<file path="src/design/sas_pkg.sv">
// shared types and codes for the sorted address set
package sas_pkg;

   localparam int ADDR_W  = 32;
   localparam int COUNT_W = 11;

   typedef enum logic [0:0] {
      ACTION_INSERT = 1'b0,
      ACTION_CHECK  = 1'b1
   } action_type;

   typedef enum logic [1:0] {
      OUTCOME_ADDED   = 2'd0,
      OUTCOME_PRESENT = 2'd1,
      OUTCOME_FULL    = 2'd2
   } outcome_type;

   typedef enum logic [2:0] {
      ST_IDLE,
      ST_SEARCH,
      ST_COMPARE,
      ST_EVAL,
      ST_SHIFT,
      ST_PLACE,
      ST_DONE
   } state_type;

   typedef struct packed {
      action_type         action;
      logic [ADDR_W-1:0]  addr_a;
      logic [ADDR_W-1:0]  addr_b;
   } req_item_type;

   typedef struct packed {
      logic [COUNT_W-1:0] entry_count;
      logic               hit;
      outcome_type        insert_outcome;
   } rsp_item_type;

endpackage

</file>
<file path="src/design/sas_engine.sv">
// sequencer: binary search over the memory, shift-up and store, membership checks
module sas_engine
   import sas_pkg::*;
#(
   parameter int CAPACITY = 1024,
   parameter int IDX_W    = 10,
   parameter int CNT_W    = 11
) (
   input  logic              clock,
   input  logic              reset,
   input  logic              item_valid,
   output logic              item_ready,
   input  req_item_type      item,
   output logic              res_valid,
   input  logic              res_ready,
   output rsp_item_type      res,
   output logic              rd_en,
   output logic [IDX_W-1:0]  rd_addr,
   input  logic [ADDR_W-1:0] rd_data,
   output logic              wr_en,
   output logic [IDX_W-1:0]  wr_addr,
   output logic [ADDR_W-1:0] wr_data
);

   localparam logic [CNT_W-1:0] CAP_CNT = CNT_W'(CAPACITY);
   localparam logic [CNT_W-1:0] ONE_CNT = CNT_W'(1);

   state_type         state_ff, state_in;
   logic [CNT_W-1:0]  count_ff, count_in;
   logic [CNT_W-1:0]  lo_ff, lo_in;
   logic [CNT_W-1:0]  hi_ff, hi_in;
   logic [CNT_W-1:0]  mid_ff, mid_in;
   logic [CNT_W-1:0]  ptr_ff, ptr_in;
   logic [IDX_W-1:0]  wr_idx_ff, wr_idx_in;
   logic              wr_pend_ff, wr_pend_in;
   logic [ADDR_W-1:0] key_ff, key_in;
   logic [ADDR_W-1:0] addr_b_ff, addr_b_in;
   action_type        action_ff, action_in;
   logic              on_b_ff, on_b_in;
   outcome_type       outcome_ff, outcome_in;
   logic              hit_ff, hit_in;

   logic [CNT_W-1:0]   mid;
   logic [CNT_W-1:0]   ptr_m1;
   logic               found;
   logic               full;
   logic [CNT_W+10:0]  count_ext;

   assign mid    = lo_ff + ((hi_ff - lo_ff) >> 1);
   assign ptr_m1 = ptr_ff - ONE_CNT;
   assign found  = (lo_ff < count_ff) && (rd_data == key_ff);
   assign full   = (count_ff == CAP_CNT);

   // next state
   always_comb begin
      state_in = state_ff;
      case (state_ff)
         ST_IDLE: begin
            if (item_valid) begin
               state_in = ST_SEARCH;
            end
         end
         ST_SEARCH: begin
            state_in = (lo_ff < hi_ff) ? ST_COMPARE : ST_EVAL;
         end
         ST_COMPARE: begin
            state_in = ST_SEARCH;
         end
         ST_EVAL: begin
            if (action_ff == ACTION_INSERT) begin
               state_in = (found || full) ? ST_DONE : ST_SHIFT;
            end else begin
               state_in = (found || on_b_ff) ? ST_DONE : ST_SEARCH;
            end
         end
         ST_SHIFT: begin
            if (!(ptr_ff > lo_ff)) begin
               state_in = ST_PLACE;
            end
         end
         ST_PLACE: begin
            state_in = ST_DONE;
         end
         ST_DONE: begin
            if (res_ready) begin
               state_in = ST_IDLE;
            end
         end
         default: state_in = ST_IDLE;
      endcase
   end

   // datapath and memory controls
   always_comb begin
      count_in   = count_ff;
      lo_in      = lo_ff;
      hi_in      = hi_ff;
      mid_in     = mid_ff;
      ptr_in     = ptr_ff;
      wr_idx_in  = wr_idx_ff;
      wr_pend_in = wr_pend_ff;
      key_in     = key_ff;
      addr_b_in  = addr_b_ff;
      action_in  = action_ff;
      on_b_in    = on_b_ff;
      outcome_in = outcome_ff;
      hit_in     = hit_ff;
      rd_en      = 1'b0;
      rd_addr    = lo_ff[IDX_W-1:0];
      wr_en      = 1'b0;
      wr_addr    = wr_idx_ff;
      wr_data    = rd_data;
      item_ready = 1'b0;
      res_valid  = 1'b0;
      case (state_ff)
         ST_IDLE: begin
            item_ready = 1'b1;
            if (item_valid) begin
               key_in     = item.addr_a;
               addr_b_in  = item.addr_b;
               action_in  = item.action;
               on_b_in    = 1'b0;
               lo_in      = '0;
               hi_in      = count_ff;
               outcome_in = OUTCOME_ADDED;
               hit_in     = 1'b0;
            end
         end
         ST_SEARCH: begin
            if (lo_ff < hi_ff) begin
               rd_en   = 1'b1;
               rd_addr = mid[IDX_W-1:0];
               mid_in  = mid;
            end else begin
               // probe the lower bound itself, when it names a held entry
               rd_en   = (lo_ff < count_ff);
               rd_addr = lo_ff[IDX_W-1:0];
            end
         end
         ST_COMPARE: begin
            if (rd_data < key_ff) begin
               lo_in = mid_ff + ONE_CNT;
            end else begin
               hi_in = mid_ff;
            end
         end
         ST_EVAL: begin
            if (action_ff == ACTION_INSERT) begin
               if (found) begin
                  outcome_in = OUTCOME_PRESENT;
               end else if (full) begin
                  outcome_in = OUTCOME_FULL;
               end else begin
                  ptr_in     = count_ff;
                  wr_pend_in = 1'b0;
               end
            end else if (found) begin
               hit_in = 1'b1;
            end else if (!on_b_ff) begin
               key_in  = addr_b_ff;
               on_b_in = 1'b1;
               lo_in   = '0;
               hi_in   = count_ff;
            end
         end
         ST_SHIFT: begin
            // read of entry i-1 overlaps the write of the entry read in the previous cycle
            wr_en = wr_pend_ff;
            if (ptr_ff > lo_ff) begin
               rd_en      = 1'b1;
               rd_addr    = ptr_m1[IDX_W-1:0];
               wr_pend_in = 1'b1;
               wr_idx_in  = ptr_ff[IDX_W-1:0];
               ptr_in     = ptr_m1;
            end else begin
               wr_pend_in = 1'b0;
            end
         end
         ST_PLACE: begin
            wr_en    = 1'b1;
            wr_addr  = lo_ff[IDX_W-1:0];
            wr_data  = key_ff;
            count_in = count_ff + ONE_CNT;
         end
         ST_DONE: begin
            res_valid = 1'b1;
         end
         default: ;
      endcase
   end

   assign count_ext          = {11'b0, count_ff};
   assign res.entry_count    = count_ext[COUNT_W-1:0];
   assign res.hit            = hit_ff;
   assign res.insert_outcome = outcome_ff;

   always_ff @(posedge clock) begin
      if (reset) begin
         state_ff   <= ST_IDLE;
         count_ff   <= '0;
         wr_pend_ff <= 1'b0;
      end else begin
         state_ff   <= state_in;
         count_ff   <= count_in;
         wr_pend_ff <= wr_pend_in;
      end
   end

   always_ff @(posedge clock) begin
      lo_ff      <= lo_in;
      hi_ff      <= hi_in;
      mid_ff     <= mid_in;
      ptr_ff     <= ptr_in;
      wr_idx_ff  <= wr_idx_in;
      key_ff     <= key_in;
      addr_b_ff  <= addr_b_in;
      action_ff  <= action_in;
      on_b_ff    <= on_b_in;
      outcome_ff <= outcome_in;
      hit_ff     <= hit_in;
   end

endmodule

</file>
<file path="config.mk">
export PLATFORM = sky130hd
export DESIGN_NAME = sas_engine
export DESIGN_NICKNAME = d
export VERILOG_FILES = /design/src/design/sas_pkg.sv /design/src/design/sas_engine.sv
export SDC_FILE = /design/constraint.sdc
export NUM_CORES = 1
export LEC_CHECK = 0
export ABC_CLOCK_PERIOD_IN_PS = 3500
export BUFFER_PORTS_ARGS = -buffer_cell sky130_fd_sc_hd__buf_4
export CAP_MARGIN = 5
export CORE_ASPECT_RATIO = 0.75
export CORE_MARGIN = 8
export CORE_UTILIZATION = 44
export CTS_CLUSTER_SIZE = 25
export DETAILED_ROUTE_END_ITERATION = 12
export PLACE_DENSITY = 0.65
export SETUP_SLACK_MARGIN = 0.5
export SLEW_MARGIN = 10
export SYNTH_ARGS = -nofsm -noshare
export SYNTH_HDL_FRONTEND = slang
export SYNTH_SLANG_ARGS = --single-unit
</file>
<file path="constraint.sdc">
create_clock -name clock -period 3.5 [get_ports clock]
set_clock_uncertainty 0.2 [all_clocks]
set_input_delay 0.35 -clock clock [delete_from_list [all_inputs] [get_ports clock]]
set_output_delay 0.35 -clock clock [all_outputs]
set_load 0.01 [all_outputs]
</file>
==> results.json <==
{
  "drt-vias-per-instance": 5.41,
  "synth-async-reset-ratio": 0,
  "yosys.area_share.xor_xnor": 0.0454,
  "cts_tree": "built",
  "worst-slew-pin-transition_ps": 545,
  "die_w_um": 176,
  "htree_levels": 4,
  "netlist-cell-type-count": 61,
  "r2r_start": "hi_ff[0]",
  "critical_path_class": "reg2out",
  "synthFlopType": "edfxtp_1",
  "synth_edf_count": 123,
  "grt_usage": 0.225,
  "nNetsFinal": 1380,
  "fin_util": 0.653,
  "r2r_cells": 16,
  "leakage_nw": 5.39,
  "ys_seq_area_frac": 0.471,
  "place_ws_ps": -208,
  "rsz0062_at_grt": "yes",
  "violations": "negative setup slack",
  "dp_hpwl_um": 20300,
  "hold_depth": 3,
  "grt_pass1_vias": 7595,
  "drt_iter0_drc": 677,
  "drv_cap": 0,
  "cp_slowest_cell": "a2111oi_4",
  "fin_crit_ps": 4270,
  "hold_ws_ps": 7.60,
  "power_density_nw_per_um2": 617,
  "crit_chain": "inv_1, ha_2, inv_2, fa_2, a21o_1, a21oi_2, xnor2_1, ha_1, and3_4, a2111oi_4, a21oi_2, a31oi_1, xnor2_1, a211o_1, buf_6",
  "clock_sinks": 138,
  "layout-drive-gt1-share": 0.329,
  "grt_max_degree": 45,
  "fill_cells": 1490,
  "slew_headroom": 0.636,
  "fin_crit_sh": 1.22,
  "dp.cells": 1336,
  "crit_path_max_incr_delay_ps": 410,
  "clkTransAtPathRegs_ps": 60,
  "synthMuxAreaShare": 0,
  "drt_wl_total_um": 28000,
  "critPathCaptureType": "output port",
  "tns_ps": -3580,
  "cts.root.buffer_cell": "clkbuf_16",
  "routed-via-count": 7934,
  "place.gp.congestion": 0.925,
  "grt_pass1_wl_um": 41700,
  "antenna_found_initial": 1,
  "status": "finished, violations left",
  "worstPathRequired_ps": 2950,
  "cts_made_buffers": 17,
  "finalHoldViolCount": 0,
  "overflow": 0,
  "syn_nets": 1073,
  "final_max_slew_viol_count": 0,
  "synthAdderAreaFrac": 0.120,
  "vdd_ir_drop_max_v": 0.000453,
  "synth_top_family_by_area": "simple AND/OR/NAND/NOR gates",
  "wl_per_cell_um": 19.1,
  "synth-compound-area-share": 0.131,
  "clockBufferDepth": 2,
  "io_pins": 171,
  "synth_top_area_share": 0.435,
  "dieArea_um2": 24000,
  "hp-class": "in2reg",
  "clock.fmax_mhz": 234,
  "critPathLaunchType": "register",
  "crit_buf_inv": 3,
  "numPortBuffers": 170,
  "antenna_left": 0,
  "synth.area.top_cells": "edfxtp_1, ha_1, nand2_1, o21ai_0, dfxtp_1",
  "arrival_ps": 3720,
  "rows": 44,
  "crit_family": "compound AO/OA/AOI/OAI gates",
  "netlist_instances": 892,
  "core-area_um2": 19100,
  "hold_path_startpoint": "item[41]",
  "fin_cells": 1466,
  "synth_seq_cells": 138,
  "yosys.area.top_type": "edfxtp_1",
  "r2r-end": "mid_ff[9]",
  "synthesis.area_um2": 8480,
  "yosys_warnings": 0,
  "start_util": 0.444,
  "syn_area_per_cell_um2": 9.51,
  "cp_max_fo": 3,
  "finalSetupViolations": 9,
  "drc": 0,
  "dieHeight_um": 136,
  "holdPathEnd": "key_ff[9]",
  "worstSkewPairLatency_ps": 430,
  "setup_slack_ps": -771,
  "synthSimpleGateAreaFrac": 0.185,
  "first_pass_iters": 9,
  "r2r_slack_ps": -170,
  "area_delta_synth_final_pct": 46.9
}
==> cell families (layout without fill, tap and decap cells) <==
family / after synthesis / after routing
compound gates: 177 / 177
xor+xnor: 44 / 44
fa+ha+maj: 80 / 80
buf+inv: 102 / 422
flops: 138 / 138
other cells: 0 / 1
simple gates: 351 / 351
==> metrics by stage <==
| step | area [µm²] | total power, W |
|---|---|---|
| 3_5_place_dp | 10400 | 0.00473 |
| 5_1_grt | 12500 | 0.00805 |
| 6_report | 12500 | 0.00769 |
| 3_3_place_gp | 10400 | 0.00469 |
| 4_1_cts | 12100 | 0.00731 |
| 2_1_floorplan | 8570 | 0.00371 |
==> tightest hold or removal path, cell delays in order <==
cell and delay [ps]:
buf_4 80, nand2_1 40, nand2_1 60
==> sequential cells by signal, indices dropped and copies added (netlist names) <==
signal / cells
mid_ff: 11
action_ff: 1
lo_ff: 11
state_ff: 3
wr_pend_ff: 1
hit_ff: 1
count_ff: 11
on_b_ff: 1
outcome_ff: 2
ptr_ff: 11
key_ff: 32
hi_ff: 11
wr_idx_ff: 10
addr_b_ff: 32
==> per-layer routing <==
metal	share of wire	vias to the layer above	wire, µm	track usage
met4	0.022	0	605	0.0596
met1	0.43	3763	12000	0.299
met3	0.10	49	2890	0.0819
met5	0	-	0	0
li1	-	3780	-	-
met2	0.44	342	12400	0.342
==> Yosys cell counts, types with 3 or more instances <==
cell and number:
nand2_1 198, edfxtp_1 123, o21ai_0 81, ha_1 78, inv_1 67, nor2_1 48
a21oi_1 30, xnor2_1 29, nand3_1 26, clkbuf_1 22, nand4_1 17, dfxtp_1 15
nor3_1 15, xor2_1 15, and3_1 12, o211ai_1 11, a211oi_1 10, a21o_1 7
buf_1 6, nor4_1 6, o21a_1 6, a211o_1 5, and2_1 4, nand2b_1 4
nand3b_1 4, nor2b_1 4, a211oi_2 3, o21bai_1 3
==> worst max-delay path by stage <==
stage,end,depth (start not counted),from
floorplan,rd_addr[9],13,lo_ff[0]
global placement,rd_addr[9],15,hi_ff[0]
detailed placement,rd_addr[9],15,hi_ff[0]
CTS,rd_addr[9],15,hi_ff[0]
global route,rd_addr[9],15,hi_ff[0]
finish,rd_addr[9],15,hi_ff[0]
==> final cells by class <==
class / count / area [µm²] / share of cell area
Multi-Input combinational cell: 652 / 4670 / 0.375
Sequential cell: 138 / 4000 / 0.321
Timing Repair Buffer: 321 / 2630 / 0.211
Clock buffer: 20 / 457 / 0.0366
Tap cell: 253 / 317 / 0.0254
Inverter: 69 / 272 / 0.0218
Clock inverter: 12 / 116 / 0.00933
Antenna cell: 1 / 2.50 / 0.000201
==> power breakdown <==
part,switching (W),internal [W],total [W]
clock,0.000755,0.00102,0.00178
sequential,0.000120,0.00210,0.00222
combinational,0.00180,0.00190,0.00370
==> layout by cell type, fill, tap and decap left out, types with 4 or more instances in the layout <==
master         count
a211o_1            4
a211oi_1           6
a211oi_2           6
a21o_1             7
a21oi_1           20
a21oi_2            6
a21oi_4            5
and3_1             9
buf_4            248
buf_6             21
clkbuf_16         17
clkinv_4           4
dfxtp_1           13
dlygate4sd3_1     50
edfxtp_1         123
ha_1              63
ha_4              13
inv_1             56
inv_2             11
nand2_1          197
nand2b_1           4
nand3_1           22
nand3_2            4
nand3b_1           4
nand4_1           17
nor2_1            47
nor2b_1            4
nor3_1            11
nor4_1             5
o211ai_1          11
o21a_1             6
o21ai_0           75
o21ai_2            4
xnor2_1           25
xor2_1            12
==> timing repair <==
| item | 4_1_cts | 5_1_grt |
|---|---|---|
| resized for setup | 71 | 52 |
| endpoints found under the hold margin | 50 | 0 |
| pin swaps | 44 | 41 |
| setup endpoints to repair | 39 | 85 |
| buffers inserted | 26 | 19 |
| gates cloned | 0 | 2 |
| hold buffers | 50 | 0 |
(Power assumes the default switching activity.)
